`config.mk`:
```
export PLATFORM = sky130hd
export DESIGN_NAME = scaled_column_texel_drawer_flat
export DESIGN_NICKNAME = d
export VERILOG_FILES = /design/src/rtl/scd_pkg.sv /design/src/rtl/scd_channels.sv /design/src/rtl/scd_ram.sv /design/src/rtl/scaled_column_texel_drawer.sv /design/src/flat_wrapper.sv
export SDC_FILE = /design/constraint.sdc
export NUM_CORES = 2
export LEC_CHECK = 0
export BUFFER_PORTS_ARGS = -buffer_cell sky130_fd_sc_hd__buf_2
export CORE_MARGIN = 2
export CORE_UTILIZATION = 50
export DETAILED_ROUTE_END_ITERATION = 7
export GPL_TIMING_DRIVEN = 0
export HOLD_SLACK_MARGIN = 0.02
export PLACE_DENSITY = 0.65
export SLEW_MARGIN = 20
export SYNTH_ARGS = -nofsm -noshare
export SYNTH_HDL_FRONTEND = slang
export SYNTH_SLANG_ARGS = --single-unit
```
`constraint.sdc`:
```
create_clock -name clk -period 8.75 [get_ports clk]
set_clock_uncertainty 0.05 [all_clocks]
set_input_delay 1.3125 -clock clk [delete_from_list [all_inputs] [get_ports clk]]
set_output_delay 1.3125 -clock clk [all_outputs]
set_load 0.005 [all_outputs]
```
`src/rtl/scd_pkg.sv`:
```
// shared constants and codes of the scaled column texel drawer
package scd_pkg;

	localparam int TEXEL_COUNT   = 64;
	localparam int SHADE_ENTRIES = 256;
	localparam int ADDR_BITS     = 24;

	localparam int TEX_BITS    = $clog2(TEXEL_COUNT);
	localparam int SHADE_BITS  = $clog2(SHADE_ENTRIES);
	localparam int PIX_BITS    = 8;
	localparam int HEIGHT_BITS = 14;
	localparam int COL_BITS    = 12;
	localparam int WIDTH_BITS  = 12;
	localparam int CROW_BITS   = 11;
	localparam int SCALE_BITS  = 5;
	localparam int CFG_BITS    = 24;

	// 6.16 step, 2^21 / height needs 22 bits
	localparam int FRAC_BITS  = 16;
	localparam int STEP_BITS  = FRAC_BITS + TEX_BITS;
	localparam int DIV_STEPS  = STEP_BITS;
	localparam int DIV_CNT_BITS = $clog2(DIV_STEPS);

	// texel indexes of the two halves around the middle of the column
	localparam int TEX_MID = TEXEL_COUNT / 2;

	localparam logic [1:0] CMD_LOAD_TEXEL = 2'd0;
	localparam logic [1:0] CMD_LOAD_SHADE = 2'd1;
	localparam logic [1:0] CMD_START_POST = 2'd2;
	localparam logic [1:0] CMD_DRAW_ROW   = 2'd3;

	localparam logic [1:0] REG_FRAME_BASE   = 2'd0;
	localparam logic [1:0] REG_SCREEN_WIDTH = 2'd1;
	localparam logic [1:0] REG_CENTER_ROW   = 2'd2;
	localparam logic [1:0] REG_SCALE_FACTOR = 2'd3;

	localparam logic [ADDR_BITS-1:0]  RST_FRAME_BASE   = '0;
	localparam logic [WIDTH_BITS-1:0] RST_SCREEN_WIDTH = WIDTH_BITS'(320);
	localparam logic [CROW_BITS-1:0]  RST_CENTER_ROW   = CROW_BITS'(72);
	localparam logic [SCALE_BITS-1:0] RST_SCALE_FACTOR = SCALE_BITS'(1);

endpackage

```
`src/rtl/scd_channels.sv`:
```
// valid/ready channel interfaces of the scaled column texel drawer
interface scd_cmd_if import scd_pkg::*; ();
	logic                   valid;
	logic                   ready;
	logic [1:0]             command;
	logic [TEX_BITS-1:0]    texel_slot;
	logic [SHADE_BITS-1:0]  shade_slot;
	logic [PIX_BITS-1:0]    load_value;
	logic [HEIGHT_BITS-1:0] post_height;
	logic [COL_BITS-1:0]    column_x;
	logic                   lighted;

	modport source (output valid, command, texel_slot, shade_slot, load_value,
		post_height, column_x, lighted, input ready);
	modport sink (input valid, command, texel_slot, shade_slot, load_value,
		post_height, column_x, lighted, output ready);
endinterface

interface scd_pix_if import scd_pkg::*; ();
	logic                 valid;
	logic                 ready;
	logic [ADDR_BITS-1:0] write_address;
	logic [PIX_BITS-1:0]  pixel_value;
	logic                 write_valid;
	logic                 post_done;
	logic                 last_of_run;

	modport source (output valid, write_address, pixel_value, write_valid, post_done,
		last_of_run, input ready);
	modport sink (input valid, write_address, pixel_value, write_valid, post_done,
		last_of_run, output ready);
endinterface

interface scd_cfg_if import scd_pkg::*; ();
	logic                valid;
	logic                ready;
	logic [1:0]          index;
	logic [CFG_BITS-1:0] data;

	modport source (output valid, index, data, input ready);
	modport sink (input valid, index, data, output ready);
endinterface

```
`src/rtl/scd_ram.sv`:
```
// generic simple dual-port ram with registered read
module scd_ram #(
	parameter int WIDTH = 8,
	parameter int DEPTH = 64
) (
	input  logic                     clk,
	input  logic                     we,
	input  logic [$clog2(DEPTH)-1:0] waddr,
	input  logic [WIDTH-1:0]         wdata,
	input  logic                     re,
	input  logic [$clog2(DEPTH)-1:0] raddr,
	output logic [WIDTH-1:0]         rdata
);

	logic [WIDTH-1:0] mem_q [DEPTH];

	always_ff @(posedge clk) begin
		if (we) begin
			mem_q[waddr] <= wdata;
		end
		if (re) begin
			rdata <= mem_q[raddr];
		end
	end

endmodule

```
`src/rtl/scaled_column_texel_drawer.sv`:
```
// top level: wall post scaler with texel column, shading table and row sequencer
//
//   channel  dir  handshake          payload
//   cmd_ch   in   valid/ready        command, slots, load_value, post_height, column_x, lighted
//   pix_ch   out  valid/ready        write_address, pixel_value, write_valid, post_done,
//                                    last_of_run
//   cfg_ch   in   valid/ready (=1)   index, data
//
// sequence: a load or a start of height 0 completes in idle; a start of nonzero height
// runs the shared multiplier for the clamp product, then the bit-serial restoring divider
// for the step; a draw with rows left runs two halves of texel read, shade read and address
// add, one multiplier pass each; a draw past the end returns one empty result. output
// stalls hold a draw in its result state while the result register is full.
// reset: async active low; config returns to its defaults, post state clears, the
// texel and shade rams are not cleared.
// the result register lets the sequencer return to idle while the last result waits.
module scaled_column_texel_drawer import scd_pkg::*; (
	input  logic      clk,
	input  logic      arst_n,
	scd_cmd_if.sink   cmd_ch,
	scd_pix_if.source pix_ch,
	scd_cfg_if.sink   cfg_ch
);

	typedef enum logic [2:0] {
		ST_IDLE,
		ST_LIM,
		ST_DIV,
		ST_TEX,
		ST_SHD,
		ST_PIX,
		ST_NULL
	} state_t;

	state_t state_q;

	// configuration registers
	logic [ADDR_BITS-1:0]  base_q;
	logic [WIDTH_BITS-1:0] width_q;
	logic [CROW_BITS-1:0]  crow_q;
	logic [SCALE_BITS-1:0] scale_q;

	// post state
	logic [STEP_BITS-1:0]   step_q;
	logic [STEP_BITS-1:0]   acc_q;
	logic [HEIGHT_BITS-1:0] row_cnt_q;
	logic [HEIGHT_BITS-1:0] row_lim_q;
	logic [COL_BITS-1:0]    col_q;
	logic                   shade_on_q;

	// divider and sequencer working registers
	logic [HEIGHT_BITS-1:0]  h_q;
	logic [HEIGHT_BITS-1:0]  rem_q;
	logic [STEP_BITS-1:0]    quo_q;
	logic [DIV_CNT_BITS-1:0] div_cnt_q;
	logic                    half_q;
	logic [ADDR_BITS-1:0]    prod_q;
	logic [ADDR_BITS-1:0]    addr_q;
	logic [PIX_BITS-1:0]     texel_q;

	// result register
	logic                 out_valid_q;
	logic [ADDR_BITS-1:0] out_addr_q;
	logic [PIX_BITS-1:0]  out_pix_q;
	logic                 out_wr_q;
	logic                 out_done_q;
	logic                 out_last_q;

	logic cmd_fire;
	logic out_free;
	logic out_load;
	logic rows_left;
	logic last_row;

	logic [TEX_BITS-1:0]   tex_pos;
	logic [TEX_BITS-1:0]   tex_raddr;
	logic [PIX_BITS-1:0]   tex_rdata;
	logic [PIX_BITS-1:0]   shade_rdata;
	logic                  tex_we;
	logic                  shade_we;
	logic                  tex_re;
	logic                  shade_re;

	logic [ADDR_BITS-1:0]            row_top;
	logic [ADDR_BITS-1:0]            row_bot;
	logic [ADDR_BITS-1:0]            mul_a;
	logic [WIDTH_BITS-1:0]           mul_b;
	logic [ADDR_BITS+WIDTH_BITS-1:0] mul_full;

	logic [HEIGHT_BITS:0]  div_trial;
	logic                  div_ge;
	logic [HEIGHT_BITS:0]  div_diff;
	logic [STEP_BITS-1:0]  quo_next;

	assign cmd_ch.ready = (state_q == ST_IDLE);
	assign cfg_ch.ready = 1'b1;
	assign cmd_fire     = cmd_ch.valid && cmd_ch.ready;
	assign out_free     = !out_valid_q || pix_ch.ready;
	// a new result enters the output register this cycle
	assign out_load     = ((state_q == ST_PIX) || (state_q == ST_NULL)) && out_free;

	assign rows_left = row_cnt_q < row_lim_q;
	assign last_row  = ({1'b0, row_cnt_q} + (HEIGHT_BITS+1)'(1)) >= {1'b0, row_lim_q};

	// texel position from the integer part of the accumulator
	assign tex_pos   = acc_q[FRAC_BITS +: TEX_BITS];
	assign tex_raddr = half_q ? (TEX_BITS'(TEX_MID) + tex_pos)
		: (TEX_BITS'(TEX_MID - 1) - tex_pos);

	// row numbers wrap modulo the address width
	assign row_top = ADDR_BITS'(crow_q) - ADDR_BITS'(row_cnt_q) - ADDR_BITS'(1);
	assign row_bot = ADDR_BITS'(crow_q) + ADDR_BITS'(row_cnt_q);

	// shared multiplier: clamp product on start, row offset on draw
	always_comb begin
		if (state_q == ST_LIM) begin
			mul_a = ADDR_BITS'(crow_q);
			mul_b = WIDTH_BITS'(scale_q);
		end else begin
			mul_a = half_q ? row_bot : row_top;
			mul_b = width_q;
		end
	end
	assign mul_full = {{WIDTH_BITS{1'b0}}, mul_a} * {{ADDR_BITS{1'b0}}, mul_b};

	// restoring division of 2^21 by the height, one quotient bit per cycle
	assign div_trial = {rem_q, (div_cnt_q == '0)};
	assign div_ge    = div_trial >= {1'b0, h_q};
	assign div_diff  = div_trial - {1'b0, h_q};
	assign quo_next  = {quo_q[STEP_BITS-2:0], div_ge};

	assign tex_we   = cmd_fire && (cmd_ch.command == CMD_LOAD_TEXEL);
	assign shade_we = cmd_fire && (cmd_ch.command == CMD_LOAD_SHADE);
	assign tex_re   = (state_q == ST_TEX);
	assign shade_re = (state_q == ST_SHD);

	scd_ram #(
		.WIDTH(PIX_BITS),
		.DEPTH(TEXEL_COUNT)
	) u_texel_ram (
		.clk  (clk),
		.we   (tex_we),
		.waddr(cmd_ch.texel_slot),
		.wdata(cmd_ch.load_value),
		.re   (tex_re),
		.raddr(tex_raddr),
		.rdata(tex_rdata)
	);

	scd_ram #(
		.WIDTH(PIX_BITS),
		.DEPTH(SHADE_ENTRIES)
	) u_shade_ram (
		.clk  (clk),
		.we   (shade_we),
		.waddr(cmd_ch.shade_slot),
		.wdata(cmd_ch.load_value),
		.re   (shade_re),
		.raddr(SHADE_BITS'(tex_rdata)),
		.rdata(shade_rdata)
	);

	always_ff @(posedge clk or negedge arst_n) begin
		if (!arst_n) begin
			state_q     <= ST_IDLE;
			base_q      <= RST_FRAME_BASE;
			width_q     <= RST_SCREEN_WIDTH;
			crow_q      <= RST_CENTER_ROW;
			scale_q     <= RST_SCALE_FACTOR;
			step_q      <= '0;
			acc_q       <= '0;
			row_cnt_q   <= '0;
			row_lim_q   <= '0;
			col_q       <= '0;
			shade_on_q  <= 1'b0;
			h_q         <= '0;
			rem_q       <= '0;
			quo_q       <= '0;
			div_cnt_q   <= '0;
			half_q      <= 1'b0;
			prod_q      <= '0;
			addr_q      <= '0;
			texel_q     <= '0;
			out_valid_q <= 1'b0;
			out_addr_q  <= '0;
			out_pix_q   <= '0;
			out_wr_q    <= 1'b0;
			out_done_q  <= 1'b0;
			out_last_q  <= 1'b0;
		end else begin
			if (pix_ch.ready && !out_load) begin
				out_valid_q <= 1'b0;
			end

			if (cfg_ch.valid) begin
				unique case (cfg_ch.index)
					REG_FRAME_BASE:   base_q  <= ADDR_BITS'(cfg_ch.data);
					REG_SCREEN_WIDTH: width_q <= cfg_ch.data[WIDTH_BITS-1:0];
					REG_CENTER_ROW:   crow_q  <= cfg_ch.data[CROW_BITS-1:0];
					REG_SCALE_FACTOR: scale_q <= cfg_ch.data[SCALE_BITS-1:0];
				endcase
			end

			unique case (state_q)
				ST_IDLE: begin
					if (cmd_fire) begin
						unique case (cmd_ch.command)
							CMD_LOAD_TEXEL, CMD_LOAD_SHADE: begin
								state_q <= ST_IDLE;
							end
							CMD_START_POST: begin
								col_q      <= cmd_ch.column_x;
								shade_on_q <= cmd_ch.lighted;
								row_cnt_q  <= '0;
								h_q        <= cmd_ch.post_height;
								if (cmd_ch.post_height == '0) begin
									step_q    <= '0;
									acc_q     <= '0;
									row_lim_q <= '0;
								end else begin
									state_q <= ST_LIM;
								end
							end
							CMD_DRAW_ROW: begin
								half_q  <= 1'b0;
								state_q <= rows_left ? ST_TEX : ST_NULL;
							end
						endcase
					end
				end
				ST_LIM: begin
					// clamp product center_row * scale_factor
					prod_q    <= mul_full[ADDR_BITS-1:0];
					rem_q     <= '0;
					quo_q     <= '0;
					div_cnt_q <= '0;
					state_q   <= ST_DIV;
				end
				ST_DIV: begin
					if (div_cnt_q == '0) begin
						row_lim_q <= (ADDR_BITS'(h_q) > prod_q) ? HEIGHT_BITS'(crow_q) : h_q;
					end
					rem_q <= div_ge ? div_diff[HEIGHT_BITS-1:0] : div_trial[HEIGHT_BITS-1:0];
					quo_q <= quo_next;
					if (div_cnt_q == DIV_CNT_BITS'(DIV_STEPS - 1)) begin
						step_q  <= quo_next;
						acc_q   <= quo_next >> 1;
						state_q <= ST_IDLE;
					end else begin
						div_cnt_q <= div_cnt_q + DIV_CNT_BITS'(1);
					end
				end
				ST_TEX: begin
					// texel read issued, row offset through the multiplier
					prod_q  <= mul_full[ADDR_BITS-1:0];
					state_q <= ST_SHD;
				end
				ST_SHD: begin
					// shade read issued with the texel just read
					texel_q <= tex_rdata;
					addr_q  <= base_q + prod_q + ADDR_BITS'(col_q);
					state_q <= ST_PIX;
				end
				ST_PIX: begin
					if (out_free) begin
						out_valid_q <= 1'b1;
						out_addr_q  <= addr_q;
						out_pix_q   <= shade_on_q ? shade_rdata : texel_q;
						out_wr_q    <= 1'b1;
						out_done_q  <= last_row;
						out_last_q  <= half_q;
						if (half_q) begin
							row_cnt_q <= row_cnt_q + HEIGHT_BITS'(1);
							acc_q     <= acc_q + step_q;
							half_q    <= 1'b0;
							state_q   <= ST_IDLE;
						end else begin
							half_q  <= 1'b1;
							state_q <= ST_TEX;
						end
					end
				end
				ST_NULL: begin
					if (out_free) begin
						out_valid_q <= 1'b1;
						out_addr_q  <= '0;
						out_pix_q   <= '0;
						out_wr_q    <= 1'b0;
						out_done_q  <= 1'b1;
						out_last_q  <= 1'b1;
						state_q     <= ST_IDLE;
					end
				end
				default: begin
					state_q <= ST_IDLE;
				end
			endcase
		end
	end

	assign pix_ch.valid         = out_valid_q;
	assign pix_ch.write_address = out_addr_q;
	assign pix_ch.pixel_value   = out_pix_q;
	assign pix_ch.write_valid   = out_wr_q;
	assign pix_ch.post_done     = out_done_q;
	assign pix_ch.last_of_run   = out_last_q;

	// the row counter never runs past the latched limit
	a_row_in_range: assert property (@(posedge clk) disable iff (!arst_n)
		row_cnt_q <= row_lim_q)
		else $error("row counter beyond row limit");

	// a result without a pixel write always closes the post and the run
	a_null_result: assert property (@(posedge clk) disable iff (!arst_n)
		out_valid_q && !out_wr_q |-> out_done_q && out_last_q)
		else $error("empty result without done and last");

	// a waiting top write means the sequencer is on the bottom half
	a_top_then_bottom: assert property (@(posedge clk) disable iff (!arst_n)
		out_valid_q && out_wr_q && !out_last_q |-> half_q)
		else $error("top write pending outside bottom half");

	// a nonzero start leaves idle for the clamp and divide sequence
	a_start_busy: assert property (@(posedge clk) disable iff (!arst_n)
		cmd_fire && cmd_ch.command == CMD_START_POST && cmd_ch.post_height != '0
		|=> state_q == ST_LIM)
		else $error("start did not enter the divide sequence");

	// while the divider stays busy, its step count has moved past zero
	a_div_done: assert property (@(posedge clk) disable iff (!arst_n)
		state_q == ST_DIV && $past(state_q) == ST_DIV |-> div_cnt_q != '0)
		else $error("divider step count lost");

endmodule
```
`src/flat_wrapper.sv`:
```
// flat-port wrapper written by rule: the top's interface ports become plain ports
module scaled_column_texel_drawer_flat import scd_pkg::*;
  (clk, arst_n, cmd_ch_valid, cmd_ch_command, cmd_ch_texel_slot, cmd_ch_shade_slot, cmd_ch_load_value, cmd_ch_post_height, cmd_ch_column_x, cmd_ch_lighted, cmd_ch_ready, pix_ch_valid, pix_ch_write_address, pix_ch_pixel_value, pix_ch_write_valid, pix_ch_post_done, pix_ch_last_of_run, pix_ch_ready, cfg_ch_valid, cfg_ch_index, cfg_ch_data, cfg_ch_ready);
  scd_cmd_if cmd_ch_i ();
  scd_pix_if pix_ch_i ();
  scd_cfg_if cfg_ch_i ();
  input  logic clk;
  input  logic arst_n;
  input wire logic [$bits(cmd_ch_i.valid)-1:0] cmd_ch_valid;
  input wire logic [$bits(cmd_ch_i.command)-1:0] cmd_ch_command;
  input wire logic [$bits(cmd_ch_i.texel_slot)-1:0] cmd_ch_texel_slot;
  input wire logic [$bits(cmd_ch_i.shade_slot)-1:0] cmd_ch_shade_slot;
  input wire logic [$bits(cmd_ch_i.load_value)-1:0] cmd_ch_load_value;
  input wire logic [$bits(cmd_ch_i.post_height)-1:0] cmd_ch_post_height;
  input wire logic [$bits(cmd_ch_i.column_x)-1:0] cmd_ch_column_x;
  input wire logic [$bits(cmd_ch_i.lighted)-1:0] cmd_ch_lighted;
  output wire logic [$bits(cmd_ch_i.ready)-1:0] cmd_ch_ready;
  output wire logic [$bits(pix_ch_i.valid)-1:0] pix_ch_valid;
  output wire logic [$bits(pix_ch_i.write_address)-1:0] pix_ch_write_address;
  output wire logic [$bits(pix_ch_i.pixel_value)-1:0] pix_ch_pixel_value;
  output wire logic [$bits(pix_ch_i.write_valid)-1:0] pix_ch_write_valid;
  output wire logic [$bits(pix_ch_i.post_done)-1:0] pix_ch_post_done;
  output wire logic [$bits(pix_ch_i.last_of_run)-1:0] pix_ch_last_of_run;
  input wire logic [$bits(pix_ch_i.ready)-1:0] pix_ch_ready;
  input wire logic [$bits(cfg_ch_i.valid)-1:0] cfg_ch_valid;
  input wire logic [$bits(cfg_ch_i.index)-1:0] cfg_ch_index;
  input wire logic [$bits(cfg_ch_i.data)-1:0] cfg_ch_data;
  output wire logic [$bits(cfg_ch_i.ready)-1:0] cfg_ch_ready;
  assign cmd_ch_i.valid = cmd_ch_valid;
  assign cmd_ch_i.command = cmd_ch_command;
  assign cmd_ch_i.texel_slot = cmd_ch_texel_slot;
  assign cmd_ch_i.shade_slot = cmd_ch_shade_slot;
  assign cmd_ch_i.load_value = cmd_ch_load_value;
  assign cmd_ch_i.post_height = cmd_ch_post_height;
  assign cmd_ch_i.column_x = cmd_ch_column_x;
  assign cmd_ch_i.lighted = cmd_ch_lighted;
  assign cmd_ch_ready = cmd_ch_i.ready;
  assign pix_ch_valid = pix_ch_i.valid;
  assign pix_ch_write_address = pix_ch_i.write_address;
  assign pix_ch_pixel_value = pix_ch_i.pixel_value;
  assign pix_ch_write_valid = pix_ch_i.write_valid;
  assign pix_ch_post_done = pix_ch_i.post_done;
  assign pix_ch_last_of_run = pix_ch_i.last_of_run;
  assign pix_ch_i.ready = pix_ch_ready;
  assign cfg_ch_i.valid = cfg_ch_valid;
  assign cfg_ch_i.index = cfg_ch_index;
  assign cfg_ch_i.data = cfg_ch_data;
  assign cfg_ch_ready = cfg_ch_i.ready;
  scaled_column_texel_drawer u_core (.clk(clk), .arst_n(arst_n), .cmd_ch(cmd_ch_i), .pix_ch(pix_ch_i), .cfg_ch(cfg_ch_i));
endmodule
```
==> metrics.txt <==
outcome completed; vias in the first global route 65300; fillcell total 18100; share of layout cells above drive strength 1 22.7%; IO Count 120; most common cell in the netlist edfxtp_1; dominant synthesized flop cell edfxtp_1; total number of vias 65400; max-slew violations 0; Power Dens Cells 396 nW/um^2; Netlist Area Pre-Place 122000 sq um; cells after synthesis 6618; worst path buffer plus inverter count 5; Worst path slowest cell or4_1; max incr delay on CP 560 ps; Reg2Reg Setup Slack 170 ps; Die Y 499 um; CTS H-tree depth 5; critical path's top delay family adder cells; Initial Util 50.3%; Clock Pin Slew Worst Setup and Hold Paths 60 ps; Slew @ Worst Pin 1320 ps; Synth Area per Inst 18.5 sq um; number of synthesized flops with an enable pin 2576; Final period util 98.1%; Worst setup SP type flop; Die X 499 um; final non-filler cell total 10500; DR pass1 iterations 5; Data arrival, critical path 9390 ps; number of remaining DRC errors 0; kind of critical path reg -> reg; CP most frequent cell fa_1; max cap viols 0; sequential-to-total area share from yosys stat 69.0%; Synth cell types 97; crit end category flop; Hold WC Path Type in -> async; Cell Rows 181; DR iter-0 viols 8182; most area-hungry cell type in the Yosys netlist edfxtp_1; Sink Count 2863; Finished Core Util 56.8%; endpoints failing setup 0; Skew-Pair Late Insertion Delay 990 ps; IO Port Bufs 114; HPWL Detailed 216 mm; WL/cell 30.1 um; Static Leak 46.8 nW; setup ws final 170 ps; grt ovf 0; initial antenna violation count 19; asr flop ratio synth 10.0%; Longest Clk Path Bufs 4; Routed WL 317 mm; cts bufs inserted 315; first-pass GRT wire length 457 mm; Fin. Hold Viols 0; Slew HR 11.9%; yosys warns 0; reg-to-reg endpoint u_core.prod_q[23]; Place WS -1400 ps; CP required 9560 ps; DIE AREA 249000 sq um; core area 243000 sq um; Fmax achieved 0.117 GHz; Area Overhead vs Synth 12.9%; r2r startpoint u_core.row_cnt_q[0]; Synth top cells by count 2576 x edfxtp_1, 848 x mux4_2, 489 x nor2_1; # hold bufs at CTS 0; syn nets 7054; FF+latch count, synth 2863; # nets final 7530; share of the synthesized area in the top cell type 63.2%; Reg2Reg Depth 30; Root Driver clkbuf_16; hold_ws 332 ps; Final Wtd Congestion 0.893; Tot GR Track Use 25.4%; worst vdd ir 1360 uV; largest net degree at the start of global routing 133; CTS tree done; Final Critical Period 8580 ps; placed insts 9962; Via density 6.21; DRT antenna net count 0; maximum fanout along the worst path 10; top cells by area, synth edfxtp_1 63%, mux4_2 16%, dfrtp_1 5.8%
[metal layers]
| layer | up-vias | wire [um] | track usage, % | share of wire (%) |
|---|---|---|---|---|
| met4 | 2 | 10400 | 8.18 | 3.3 |
| met3 | 496 | 29800 | 5.28 | 9.4 |
| li1 | 27100 | - | - | - |
| met2 | 3166 | 147000 | 38.9 | 46 |
| met5 | - | 13 | 0 | 0.0041 |
| met1 | 34700 | 130000 | 37.0 | 41 |
[through the flow]
step	instance area (sq um)	power [mW]	setup TNS [ps]
after detailed placement	128000	41.1	-4670
final	138000	54.7	0
after CTS	138000	54.5	0
after global placement	127000	41.0	-3500
after floorplan	122000	34.0	0
after global routing	138000	58.1	-15.9
[where the power goes]
part | switching (mW) | total, mW | internal [mW]
Combinational | 14.9 | 26.0 | 11.1
Sequential | 0.433 | 15.9 | 15.4
Clock | 5.24 | 12.9 | 7.65
Total | 20.6 | 54.7 | 34.2
[flip-flops by register name, summed over array words and instances (netlist names), 11 cells and up]
name                         flops
u_core.acc_q                    22
u_core.addr_q                   24
u_core.base_q                   24
u_core.col_q                    12
u_core.crow_q                   11
u_core.h_q                      14
u_core.pix_ch.write_address     24
u_core.prod_q                   24
u_core.quo_q                    21
u_core.rem_q                    14
u_core.row_cnt_q                14
u_core.row_lim_q                14
u_core.step_q                   22
u_core.u_shade_ram.mem_q      2048
u_core.u_texel_ram.mem_q       512
u_core.width_q                  12
[worst register-to-register path, delay by kind of cell, from the launching register on]
| kind | cells | cell delay, ps |
|---|---|---|
| flip-flops | 1 | 470 |
| AND/OR/NAND/NOR | 5 | 1100 |
| XOR/XNOR | 3 | 880 |
| buffers and inverters | 5 | 530 |
| AO/OA/AOI/OAI | 9 | 2090 |
| adder cells (fa/ha/maj) | 8 | 3410 |
[layout make-up]
class,instances,area [sq um],area share (%)
flip-flops and latches,2863,84500,61.2
multi-input cells,3133,35800,25.9
clock buffers,392,8380,6.06
well taps,3202,4010,2.90
clock inverters,151,1520,1.10
repair buffers,161,1510,1.09
plain buffers,318,1350,0.974
inverters,302,1150,0.830
diodes,6,15.0,0.0109
[cell usage in the layout, fill, tap and decap left out, types with 30 or more instances in the layout]
master	instances
a21oi_1	75
a22o_1	46
buf_1	70
buf_2	132
bufinv_16	30
clkbuf_1	232
clkbuf_16	322
clkbuf_2	45
clkinv_1	57
clkinv_2	42
dfrtp_1	276
edfxtp_1	2576
fa_1	175
ha_1	175
inv_1	300
mux2_2	57
mux2i_1	35
mux4_2	848
nand2_1	437
nand3_1	74
nor2_1	489
nor3_1	37
o21ai_0	162
xnor2_1	74
xor2_1	41
[cell families after synthesis]
logic type,count (synthesis),share of synthesized area (%)
other,1,0.00306
adders and majority gates,354,4.70
AOI/OAI and AO/OA,501,2.72
DFF,2863,69.0
and+or+nand+nor,1211,4.25
muxes,940,16.4
xor gates and xnor gates,126,0.931
buffers and inverters,622,1.96
[repair_timing]
action,in CTS,in global routing
hold endpoints to repair,0,0
setup endpoints to repair,9,6
gates resized for setup,36,41
setup buffers,6,11
pin swaps,4,8
[how the worst max path moves through the flow]
stage | startpoint | end | slack [ps] | depth (start not counted)
2_1_floorplan | u_core.row_cnt_q[0] | u_core.prod_q[23] | 730 | 30
3_3_place_gp | u_core.row_cnt_q[0] | u_core.prod_q[23] | -1260 | 30
3_5_place_dp | u_core.half_q | u_core.prod_q[23] | -1400 | 27
4_1_cts | u_core.row_cnt_q[2] | u_core.prod_q[22] | 5 | 32
5_1_grt | u_core.row_cnt_q[0] | u_core.prod_q[23] | -20 | 29
6_report | u_core.row_cnt_q[0] | u_core.prod_q[23] | 170 | 30
Note: power is estimated with default switching activity, not from simulation.
